`src/hdl/clss_pkg.sv`:
```
// Shared constants and types for the combined LCG shuffle generator.
`timescale 1ns / 1ps

package clss_pkg;

    localparam int WORD_W          = 31;
    localparam int SEED_W          = 32;
    localparam int TABLE_DEPTH_DEF = 32;

    localparam logic [WORD_W-1:0] MOD1       = 31'd2147483563;
    localparam logic [WORD_W-1:0] MOD2       = 31'd2147483399;
    localparam logic [WORD_W-1:0] MOD1_LESS1 = 31'd2147483562;
    localparam logic [WORD_W-1:0] GEN2_INIT  = 31'd123456789;

    // fold = 2^31 - modulus, so 2^31 is congruent to fold
    typedef struct packed {
        logic [15:0]       mul;
        logic [7:0]        fold;
        logic [WORD_W-1:0] modulus;
    } lcg_coef_t;

    localparam lcg_coef_t GEN1_COEF = '{mul: 16'd40014, fold: 8'd85,  modulus: MOD1};
    localparam lcg_coef_t GEN2_COEF = '{mul: 16'd40692, fold: 8'd249, modulus: MOD2};

    typedef struct packed {
        logic              done;
        logic [WORD_W-1:0] res;
    } modmul_out_t;

endpackage

```
`src/hdl/clss_seed_if.sv`:
```
// Input channel: one seed per transaction.
`timescale 1ns / 1ps

interface clss_seed_if;
    logic                                valid;
    logic                                ready;
    logic signed [clss_pkg::SEED_W-1:0]  seed_in;

    modport source (output valid, output seed_in, input ready);
    modport sink   (input valid, input seed_in, output ready);
endinterface

```
`src/hdl/clss_rand_if.sv`:
```
// Output channel: new seed and shuffled value per transaction.
`timescale 1ns / 1ps

interface clss_rand_if;
    logic                        valid;
    logic                        ready;
    logic [clss_pkg::WORD_W-1:0] seed_out;
    logic [clss_pkg::WORD_W-1:0] random_raw;

    modport source (output valid, output seed_out, output random_raw, input ready);
    modport sink   (input valid, input seed_out, input random_raw, output ready);
endinterface

```
`src/hdl/clss_ram.sv`:
```
// Generic simple dual-port RAM with registered read.
`timescale 1ns / 1ps

module clss_ram #(
    parameter int WIDTH = clss_pkg::WORD_W,
    parameter int DEPTH = clss_pkg::TABLE_DEPTH_DEF
) (
    input  logic                     clk,
    input  logic                     we,
    input  logic [$clog2(DEPTH)-1:0] waddr,
    input  logic [WIDTH-1:0]         wdata,
    input  logic                     re,
    input  logic [$clog2(DEPTH)-1:0] raddr,
    output logic [WIDTH-1:0]         rdata
);

    logic [WIDTH-1:0] mem_reg [DEPTH];
    logic [WIDTH-1:0] rdata_reg;

    always_ff @(posedge clk)
    begin
        if (we)
        begin
            mem_reg[waddr] <= wdata;
        end
        if (re)
        begin
            rdata_reg <= mem_reg[raddr];
        end
    end

    assign rdata = rdata_reg;

endmodule

```
`src/hdl/clss_modmul.sv`:
```
// Three-stage constant modular multiply: a * mul mod (2^31 - fold).
`timescale 1ns / 1ps

module clss_modmul (
    input  logic                      clk,
    input  logic                      rst_n,
    input  clss_pkg::lcg_coef_t       coef,
    input  logic                      start,
    input  logic [31:0]               a,
    output clss_pkg::modmul_out_t     result
);

    logic [47:0] p_reg, p_next;
    logic [31:0] s_reg, s_next;
    logic [30:0] r_reg, r_next;
    logic        v1_reg, v2_reg, v3_reg;

    always_comb
    begin
        p_next = 48'(a) * 48'(coef.mul);
        // high part times fold plus low part stays below twice the modulus
        s_next = 32'(p_reg[47:31]) * 32'(coef.fold) + 32'(p_reg[30:0]);
        if (s_reg >= {1'b0, coef.modulus})
        begin
            r_next = 31'(s_reg - {1'b0, coef.modulus});
        end
        else
        begin
            r_next = s_reg[30:0];
        end
    end

    always_ff @(posedge clk or negedge rst_n)
    begin
        if (!rst_n)
        begin
            v1_reg <= 1'b0;
            v2_reg <= 1'b0;
            v3_reg <= 1'b0;
            p_reg  <= '0;
            s_reg  <= '0;
            r_reg  <= '0;
        end
        else
        begin
            v1_reg <= start;
            v2_reg <= v1_reg;
            v3_reg <= v2_reg;
            p_reg  <= p_next;
            s_reg  <= s_next;
            r_reg  <= r_next;
        end
    end

    assign result.done = v3_reg;
    assign result.res  = r_reg;

endmodule

```
`src/hdl/clss_index.sv`:
```
// Three-stage table index: shuffle value / divisor by reciprocal, with clamp.
`timescale 1ns / 1ps

module clss_index #(
    parameter int TABLE_DEPTH = clss_pkg::TABLE_DEPTH_DEF
) (
    input  logic                           clk,
    input  logic                           rst_n,
    input  logic                           start,
    input  logic [clss_pkg::WORD_W-1:0]    shuf,
    output logic                           done,
    output logic [$clog2(TABLE_DEPTH)-1:0] idx
);

    localparam int AW          = $clog2(TABLE_DEPTH);
    localparam int QW          = $clog2(TABLE_DEPTH + 1);
    localparam int RECIP_SHIFT = 38;
    localparam int PW          = RECIP_SHIFT + QW;
    localparam longint unsigned DIVISOR =
        64'(clss_pkg::MOD1_LESS1) / TABLE_DEPTH + 64'd1;
    // floor reciprocal: estimate is the true quotient or one below
    localparam longint unsigned RECIP = (64'd1 << RECIP_SHIFT) / DIVISOR;
    localparam logic [QW-1:0] LAST_Q = QW'(TABLE_DEPTH - 1);
    localparam logic [QW-1:0] DEPTH_Q = QW'(TABLE_DEPTH);

    logic [PW-1:0] p_reg, p_next;
    logic [30:0]   so1_reg, so2_reg;
    logic [QW-1:0] q_reg, q_next;
    logic [30:0]   qd_reg, qd_next;
    logic [AW-1:0] idx_reg, idx_next;
    logic          v1_reg, v2_reg, v3_reg;
    logic [30:0]   rem;
    logic [QW-1:0] q_fix;

    always_comb
    begin
        p_next  = PW'(shuf) * PW'(RECIP);
        q_next  = p_reg[RECIP_SHIFT +: QW];
        qd_next = 31'(q_next) * 31'(DIVISOR);
        rem     = so2_reg - qd_reg;
        q_fix   = q_reg + QW'(rem >= 31'(DIVISOR));
        if (q_fix >= DEPTH_Q)
        begin
            idx_next = LAST_Q[AW-1:0];
        end
        else
        begin
            idx_next = q_fix[AW-1:0];
        end
    end

    always_ff @(posedge clk or negedge rst_n)
    begin
        if (!rst_n)
        begin
            v1_reg  <= 1'b0;
            v2_reg  <= 1'b0;
            v3_reg  <= 1'b0;
            p_reg   <= '0;
            so1_reg <= '0;
            so2_reg <= '0;
            q_reg   <= '0;
            qd_reg  <= '0;
            idx_reg <= '0;
        end
        else
        begin
            v1_reg  <= start;
            v2_reg  <= v1_reg;
            v3_reg  <= v2_reg;
            p_reg   <= p_next;
            so1_reg <= shuf;
            so2_reg <= so1_reg;
            q_reg   <= q_next;
            qd_reg  <= qd_next;
            idx_reg <= idx_next;
        end
    end

    assign done = v3_reg;
    assign idx  = idx_reg;

endmodule

```
`src/hdl/combined_lcg_shuffle_rng.sv`:
```
// Top level: combined LCG pair with Bays-Durham shuffle table in RAM.
`timescale 1ns / 1ps

// Channel   Dir   Payload                          Transaction
// seed_ch   in    seed_in (32b signed)             valid && ready
// rand_ch   out   seed_out (31b), random_raw (31b) valid && ready
//
// Positive seed: both modular multiply units and the index run, the RAM
// read is registered, then S_DIFF and S_DONE; new seeds wait for S_IDLE.
// Reseed: the first generator's warm-up chain runs TABLE_DEPTH+8 steps,
// each launched as the one before finishes, then the regular step.
// Reset: per-entry valid bits make unwritten table entries read as zero;
// no clearing pass. A finished result waits in the output register while
// the next seed is accepted; only the S_DONE write-back and load wait on it.

module combined_lcg_shuffle_rng #(
    parameter int TABLE_DEPTH = clss_pkg::TABLE_DEPTH_DEF
) (
    input  logic          clk,
    input  logic          rst_n,
    clss_seed_if.sink     seed_ch,
    clss_rand_if.source   rand_ch
);

    localparam int AW = $clog2(TABLE_DEPTH);
    localparam int JW = $clog2(TABLE_DEPTH + 8);
    localparam logic [JW-1:0] WARM_FIRST = JW'(TABLE_DEPTH + 7);
    localparam logic [JW-1:0] WARM_FILL  = JW'(TABLE_DEPTH);

    typedef enum logic [2:0] {
        S_IDLE,   // waiting for a seed
        S_WARM,   // reseed: chained first-generator steps, table fill
        S_STEP,   // reseed done: launch the regular step
        S_CALC,   // both generators and the index in flight
        S_DIFF,   // table entry back from RAM
        S_DONE    // write-back and result load
    } state_t;

    state_t         state_reg, state_next;
    logic [31:0]    x_reg, x_next;        // first-generator state
    logic [31:0]    yop_reg, yop_next;    // second-generator operand after reseed
    logic [30:0]    gen2_reg, gen2_next;
    logic [30:0]    shuf_reg, shuf_next;
    logic [JW-1:0]  warm_reg, warm_next;
    logic [AW-1:0]  idx_reg, idx_next;
    logic           rd_valid_reg, rd_valid_next;
    logic [31:0]    diff_reg, diff_next;
    logic [TABLE_DEPTH-1:0] valid_reg, valid_next;
    logic           out_valid_reg, out_valid_next;
    logic [30:0]    seed_out_reg, seed_out_next;
    logic [30:0]    raw_out_reg, raw_out_next;

    logic [31:0]    seed_word;
    logic           reseed;
    logic [31:0]    mag;
    logic           in_accept;
    logic           out_free;
    logic [31:0]    final_sum;

    logic                  x_start, y_start;
    logic [31:0]           x_op, y_op;
    clss_pkg::modmul_out_t x_out, y_out;
    logic                  idx_done;
    logic [AW-1:0]         idx_res;

    logic           ram_we, ram_re;
    logic [AW-1:0]  ram_waddr;
    logic [30:0]    ram_wdata, ram_rdata, rd_data;

    assign seed_word = seed_ch.seed_in;
    assign reseed    = (seed_word == 32'd0) || seed_word[31];
    // magnitude of a non-positive seed, zero taken as one
    assign mag       = (seed_word == 32'd0) ? 32'd1 : (~seed_word + 32'd1);
    assign seed_ch.ready = (state_reg == S_IDLE);
    assign in_accept = seed_ch.valid && seed_ch.ready;
    assign out_free  = !out_valid_reg || rand_ch.ready;
    assign rd_data   = rd_valid_reg ? ram_rdata : '0;
    assign final_sum = diff_reg + {1'b0, clss_pkg::MOD1_LESS1};

    // unit launch and operand selection
    always_comb
    begin
        x_start = in_accept
               || (state_reg == S_STEP)
               || ((state_reg == S_WARM) && x_out.done && (warm_reg != '0));
        y_start = (in_accept && !reseed) || (state_reg == S_STEP);
        case (state_reg)
            S_IDLE:  x_op = reseed ? mag : seed_word;
            S_WARM:  x_op = {1'b0, x_out.res};
            default: x_op = x_reg;
        endcase
        if (state_reg == S_IDLE)
        begin
            y_op = {1'b0, gen2_reg};
        end
        else
        begin
            y_op = yop_reg;
        end
    end

    clss_modmul u_gen1 (
        .clk    (clk),
        .rst_n  (rst_n),
        .coef   (clss_pkg::GEN1_COEF),
        .start  (x_start),
        .a      (x_op),
        .result (x_out)
    );

    clss_modmul u_gen2 (
        .clk    (clk),
        .rst_n  (rst_n),
        .coef   (clss_pkg::GEN2_COEF),
        .start  (y_start),
        .a      (y_op),
        .result (y_out)
    );

    clss_index #(
        .TABLE_DEPTH (TABLE_DEPTH)
    ) u_index (
        .clk   (clk),
        .rst_n (rst_n),
        .start (y_start),
        .shuf  (shuf_reg),
        .done  (idx_done),
        .idx   (idx_res)
    );

    // table port control: fill during warm-up, replace on the regular step
    always_comb
    begin
        ram_we    = 1'b0;
        ram_waddr = idx_reg;
        ram_wdata = x_reg[30:0];
        if ((state_reg == S_WARM) && x_out.done && (warm_reg < WARM_FILL))
        begin
            ram_we    = 1'b1;
            ram_waddr = warm_reg[AW-1:0];
            ram_wdata = x_out.res;
        end
        else if ((state_reg == S_DONE) && out_free)
        begin
            ram_we = 1'b1;
        end
        ram_re = (state_reg == S_CALC) && x_out.done;
    end

    clss_ram #(
        .WIDTH (clss_pkg::WORD_W),
        .DEPTH (TABLE_DEPTH)
    ) u_table (
        .clk   (clk),
        .we    (ram_we),
        .waddr (ram_waddr),
        .wdata (ram_wdata),
        .re    (ram_re),
        .raddr (idx_res),
        .rdata (ram_rdata)
    );

    // sequencer next state
    always_comb
    begin
        state_next     = state_reg;
        x_next         = x_reg;
        yop_next       = yop_reg;
        gen2_next      = gen2_reg;
        shuf_next      = shuf_reg;
        warm_next      = warm_reg;
        idx_next       = idx_reg;
        rd_valid_next  = rd_valid_reg;
        diff_next      = diff_reg;
        valid_next     = valid_reg;
        out_valid_next = out_valid_reg && !rand_ch.ready;
        seed_out_next  = seed_out_reg;
        raw_out_next   = raw_out_reg;

        if (ram_we)
        begin
            valid_next[ram_waddr] = 1'b1;
        end

        unique case (state_reg)
            S_IDLE:
            begin
                if (in_accept)
                begin
                    if (reseed)
                    begin
                        x_next     = mag;
                        yop_next   = mag;
                        warm_next  = WARM_FIRST;
                        state_next = S_WARM;
                    end
                    else
                    begin
                        state_next = S_CALC;
                    end
                end
            end
            S_WARM:
            begin
                if (x_out.done)
                begin
                    x_next = {1'b0, x_out.res};
                    if (warm_reg == '0)
                    begin
                        // last fill value is entry zero; it primes the shuffle
                        shuf_next  = x_out.res;
                        state_next = S_STEP;
                    end
                    else
                    begin
                        warm_next = warm_reg - 1'b1;
                    end
                end
            end
            S_STEP:
            begin
                state_next = S_CALC;
            end
            S_CALC:
            begin
                if (x_out.done)
                begin
                    x_next        = {1'b0, x_out.res};
                    gen2_next     = y_out.res;
                    idx_next      = idx_res;
                    rd_valid_next = valid_reg[idx_res];
                    state_next    = S_DIFF;
                end
            end
            S_DIFF:
            begin
                diff_next  = {1'b0, rd_data} - {1'b0, gen2_reg};
                state_next = S_DONE;
            end
            S_DONE:
            begin
                if (out_free)
                begin
                    // wrap a difference below one into 1..MOD1-1
                    if (diff_reg[31] || (diff_reg == '0))
                    begin
                        shuf_next    = final_sum[30:0];
                        raw_out_next = final_sum[30:0];
                    end
                    else
                    begin
                        shuf_next    = diff_reg[30:0];
                        raw_out_next = diff_reg[30:0];
                    end
                    seed_out_next  = x_reg[30:0];
                    out_valid_next = 1'b1;
                    state_next     = S_IDLE;
                end
            end
            default:
            begin
                state_next = S_IDLE;
            end
        endcase
    end

    always_ff @(posedge clk or negedge rst_n)
    begin
        if (!rst_n)
        begin
            state_reg     <= S_IDLE;
            x_reg         <= '0;
            yop_reg       <= '0;
            gen2_reg      <= clss_pkg::GEN2_INIT;
            shuf_reg      <= '0;
            warm_reg      <= '0;
            idx_reg       <= '0;
            rd_valid_reg  <= 1'b0;
            diff_reg      <= '0;
            valid_reg     <= '0;
            out_valid_reg <= 1'b0;
            seed_out_reg  <= '0;
            raw_out_reg   <= '0;
        end
        else
        begin
            state_reg     <= state_next;
            x_reg         <= x_next;
            yop_reg       <= yop_next;
            gen2_reg      <= gen2_next;
            shuf_reg      <= shuf_next;
            warm_reg      <= warm_next;
            idx_reg       <= idx_next;
            rd_valid_reg  <= rd_valid_next;
            diff_reg      <= diff_next;
            valid_reg     <= valid_next;
            out_valid_reg <= out_valid_next;
            seed_out_reg  <= seed_out_next;
            raw_out_reg   <= raw_out_next;
        end
    end

    assign rand_ch.valid      = out_valid_reg;
    assign rand_ch.seed_out   = seed_out_reg;
    assign rand_ch.random_raw = raw_out_reg;

`ifndef SYNTH
    // second generator and index always finish together with the first
    assert property (@(posedge clk) disable iff (!rst_n)
        y_out.done |-> (x_out.done && idx_done))
        else $error("generator and index results out of step");

    // no back-to-back launches on the first generator
    assert property (@(posedge clk) disable iff (!rst_n)
        x_start |=> !x_start)
        else $error("first generator relaunched while busy");

    assert property (@(posedge clk) disable iff (!rst_n)
        idx_done |-> (32'(idx_res) < 32'(TABLE_DEPTH)))
        else $error("table index out of range");

    // wrapped shuffle value never reaches zero
    assert property (@(posedge clk) disable iff (!rst_n)
        rand_ch.valid |-> (rand_ch.random_raw != '0))
        else $error("shuffled output is zero");
`endif

endmodule
```
`src/flat_wrapper.sv`:
```
// flat-port wrapper written by rule: the top's interface ports become plain ports
module combined_lcg_shuffle_rng_flat 
#(
    parameter int TABLE_DEPTH = clss_pkg::TABLE_DEPTH_DEF
)
  (clk, rst_n, seed_ch_valid, seed_ch_seed_in, seed_ch_ready, rand_ch_valid, rand_ch_seed_out, rand_ch_random_raw, rand_ch_ready);
  clss_seed_if seed_ch_i ();
  clss_rand_if rand_ch_i ();
  input  logic clk;
  input  logic rst_n;
  input wire logic [$bits(seed_ch_i.valid)-1:0] seed_ch_valid;
  input wire logic [$bits(seed_ch_i.seed_in)-1:0] seed_ch_seed_in;
  output wire logic [$bits(seed_ch_i.ready)-1:0] seed_ch_ready;
  output wire logic [$bits(rand_ch_i.valid)-1:0] rand_ch_valid;
  output wire logic [$bits(rand_ch_i.seed_out)-1:0] rand_ch_seed_out;
  output wire logic [$bits(rand_ch_i.random_raw)-1:0] rand_ch_random_raw;
  input wire logic [$bits(rand_ch_i.ready)-1:0] rand_ch_ready;
  assign seed_ch_i.valid = seed_ch_valid;
  assign seed_ch_i.seed_in = seed_ch_seed_in;
  assign seed_ch_ready = seed_ch_i.ready;
  assign rand_ch_valid = rand_ch_i.valid;
  assign rand_ch_seed_out = rand_ch_i.seed_out;
  assign rand_ch_random_raw = rand_ch_i.random_raw;
  assign rand_ch_i.ready = rand_ch_ready;
  combined_lcg_shuffle_rng #(.TABLE_DEPTH(TABLE_DEPTH)) u_core (.clk(clk), .rst_n(rst_n), .seed_ch(seed_ch_i), .rand_ch(rand_ch_i));
endmodule
```
`config.mk`:
```
export PLATFORM = sky130hd
export DESIGN_NAME = combined_lcg_shuffle_rng_flat
export DESIGN_NICKNAME = d
export VERILOG_FILES = /design/src/hdl/clss_pkg.sv /design/src/hdl/clss_seed_if.sv /design/src/hdl/clss_rand_if.sv /design/src/hdl/clss_ram.sv /design/src/hdl/clss_modmul.sv /design/src/hdl/clss_index.sv /design/src/hdl/combined_lcg_shuffle_rng.sv /design/src/flat_wrapper.sv
export SDC_FILE = /design/constraint.sdc
export NUM_CORES = 2
export LEC_CHECK = 0
export BUFFER_PORTS_ARGS = -buffer_cell sky130_fd_sc_hd__buf_2
export CORE_ASPECT_RATIO = 1.4
export CORE_MARGIN = 2
export CORE_UTILIZATION = 55
export DETAILED_ROUTE_END_ITERATION = 10
export MAX_ROUTING_LAYER = met4
export PLACE_DENSITY = 0.75
export SLEW_MARGIN = 25
export SYNTH_ARGS = -nofsm -noshare
export SYNTH_HDL_FRONTEND = slang
export SYNTH_SLANG_ARGS = --single-unit
```
`constraint.sdc`:
```
create_clock -name clk -period 7.2 [get_ports clk]
set_clock_uncertainty 0.05 [all_clocks]
set_input_delay 0.36 -clock clk [delete_from_list [all_inputs] [get_ports clk]]
set_output_delay 0.36 -clock clk [all_outputs]
set_load 0.05 [all_outputs]
```
==> flow_summary.toml <==
[outcome]
result_of_the_run = "finished clean"

[sta]
fin_crit_ns = 7.20
grt_setup_unrepaired = "true"
max-slew-margin-rel_pct = 27.0
tightest_slew_ns = 1.09
finalSetupViolCount = 0
highest_clock_frequency_the_design_can_meet_mhz = 139
slew_viol_final = 0
whs_ns = 0.113
hold_viol_final = 0
fin_crit_sh_pct = 99.9
fin_setup_tns_ns = 0

[setup_path]
critPathKind = "in2reg"
worst_path_dominant_cell_family = "adder cells"
critPathMaxStageDelay_ns = 0.54
timing.critical_path.buf_inv = 6
critPathMaxFanout = 6
critPathSlowestCell = "or4_4"
cp-start-kind = "input pin"
required_ns = 7.87
timing.critical_path.to_type = "flip-flop"
worst_path_most_repeated_cell = "fa_1"
worst-endpoint-arrival_ns = 7.87

[yosys]
yosysWarningCount = 0
yosys_register_bits = 1604
synth-edff-count = 1023
ys_async_sr_fraction_pct = 36.2
post_synth_instance_area_um2 = 87800
yosysTopAreaCell = "edfxtp_1"
synth.net_count = 7458
yosysTopAreaCellShare_pct = 35.0
synthCells = 6390
syn-mean-instance-area_um2 = 13.7
synth-main-ff-cell = "edfxtp_1"
yosys.cell_types.count = 81
synth_seq_area_share_pct = 51.6
synth.area.top_cells = "edfxtp_1 35%, dfrtp_1 16%, fa_1 11%"
netlist_top_cells_count = "1023 x edfxtp_1, 865 x inv_1, 565 x dfrtp_1"
synthMostInstantiatedCell = "edfxtp_1"

[clock_tree]
numCtsBuffers = 147
cts.htree.levels = 4
cts-root-buf = "clkbuf_16"
tritoncts_num_sinks = 1604
cts_tree = "yes"
clk_pin_slew_worst_paths_ns = 0.06
cts.path.max_buffers = 3
clock_insertion_delay_worst_skew_ns = 0.81

[floorplanning]
num_io_pins = 100
die_w_um = 342
std_cell_rows = 173
die_h_um = 477
total_die_area_um2 = 163000
start_util_pct = 55.3
core-area_um2 = 159000

[placed_design]
numPlacedInstances = 8958
gp_congestion = 0.996
placed_area_um2 = 95200
portBuffers = 99
detailedPlacementHpwl_um = 177000

[finish]
layoutNonFillerInstCount = 9289
largest_register_ffs = 992
final_design_area_no_fill_um2 = 102000
final_net_count = 8117
syn_to_final_growth_pct = 15.8
post_route_cells_drive_above_1_share_pct = 23.8
fillers = 11300

[routing]
routed_wirelength_um = 258000
postRouteAntennaNets = 0
detailedRoute.firstPassIterationCount = 8
drt_iter0_drc = 6269
avgViaCountPerCell = 6.06
drt_drc_violations_left = 0
wl_per_cell_um = 27.8
num_vias = 56300

[grt]
grt_first_pass_wirelength_um = 382000
grt_pass1_vias = 58700
grt_antenna_before_repair = 30
grt_start_max_net_pins = 175
overall_global_routing_usage_pct = 33.2
globalRoute.totalOverflow = 0

[min_path]
min_path_type = "in2reg"

[run]
cap_viol_max_count = 0
[metrics by stage]
stage / setup slack [ns] / util [%]
after global routing: -0.239 / 64.1
after CTS: -0.0171 / 63.4
after floorplan: -0.504 / -
after global placement: -1.10 / 60.0
final: 0.00384 / 64.1
after detailed placement: -1.13 / 60.0
[cell families (layout without fill, tap and decap cells)]
family                   after synthesis  after routing  share of synthesized area, %
buffers and inverters               1052           1829                          4.50
adder cells (fa/ha/maj)             1032           1032                          18.8
flip-flops                          1604           1604                          51.6
AND/OR/NAND/NOR                     1082           1082                          5.90
XOR/XNOR                             290            290                          2.89
other                                  0             22                             0
AO/OA/AOI/OAI                        841            841                          6.03
multiplexers                         489            489                          10.3
[final timing paths]
| kind | startpoint | endpoint | slack, ns | cells past startpoint |
|---|---|---|---|---|
| max in group asynchronous | rst_n | u_core.u_index.idx[3]$_DFF_PN0_ | 5.41 | 4 |
| min in group asynchronous | rst_n | u_core.diff_reg[3]$_DFFE_PN0N_ | 0.16 | 2 |
| hold / removal | rand_ch_ready | u_core.rand_ch.valid$_DFF_PN0_ | 0.11 | 3 |
| setup / recovery | seed_ch_seed_in[22] | u_core.u_gen1.p_reg[45]$_DFF_PN0_ | 0.004 | 30 |
| hold reg to reg | u_core.u_index.p_reg[30]$_DFF_PN0_ | u_core.u_index.so2_reg[18]$_DFF_PN0_ | 0.30 | 0 |
| setup reg to reg | u_core.state_reg[0]$_DFFE_PN0P_ | u_core.u_gen1.p_reg[45]$_DFF_PN0_ | 0.18 | 29 |
[tightest hold or removal path: cells and delay by family]
family | cells | cell delay (ns)
simple gates | 2 | 0.46
buf+inv | 1 | 0.07
[layer usage]
metal	wire (um)	track usage, %	up-vias
met3	22300	5.87	819
met5	0	-	-
met1	93300	40.6	28500
li1	-	-	24000
met2	126000	53.0	3046
met4	16500	17.5	0
[placed cells by master, fill, tap and decap left out, drive strengths merged, types with 13 or more instances in the layout]
cell / instances
mux2: 138
o21a: 39
a221oi: 17
clkinv: 54
nor4: 18
bufinv: 13
nor3: 64
dfstp: 16
nand4: 30
nand3: 68
edfxtp: 1023
and3: 41
nor2b: 31
a21oi: 208
ha: 557
mux4: 320
a31oi: 19
diode: 22
o21bai: 19
o211ai: 16
fa: 475
xnor2: 178
or2: 51
and2: 51
a21o: 93
o31ai: 14
nor2: 212
nand2b: 47
a211oi: 30
xor2: 112
dfrtp: 565
clkbuf: 184
inv: 869
buf: 695
or3: 22
mux2i: 31
o21ai: 269
nand2: 404
[what timing repair did]
item	4_1_cts	5_1_grt
endpoints found under the setup margin	27	37
hold endpoints to repair	79	0
setup buffers	10	29
resized for setup	35	177
pin swaps	27	72
cloned	0	0
hold buffers	2	0
[final cells by class]
cell class / instances / area (um^2) / share of cell area, %
inverter: 865 / 3250 / 3.19
tap: 2100 / 2630 / 2.58
clock buffer: 184 / 4040 / 3.97
multi-input combinational: 3734 / 40100 / 39.4
timing repair buffer: 697 / 5360 / 5.27
sequential: 1604 / 45300 / 44.5
clock inverter: 83 / 1010 / 0.993
antenna: 22 / 55.1 / 0.0541
Power is not shown: default switching activity piles up to over one toggle a cycle in this logic, so the estimate is an artifact.
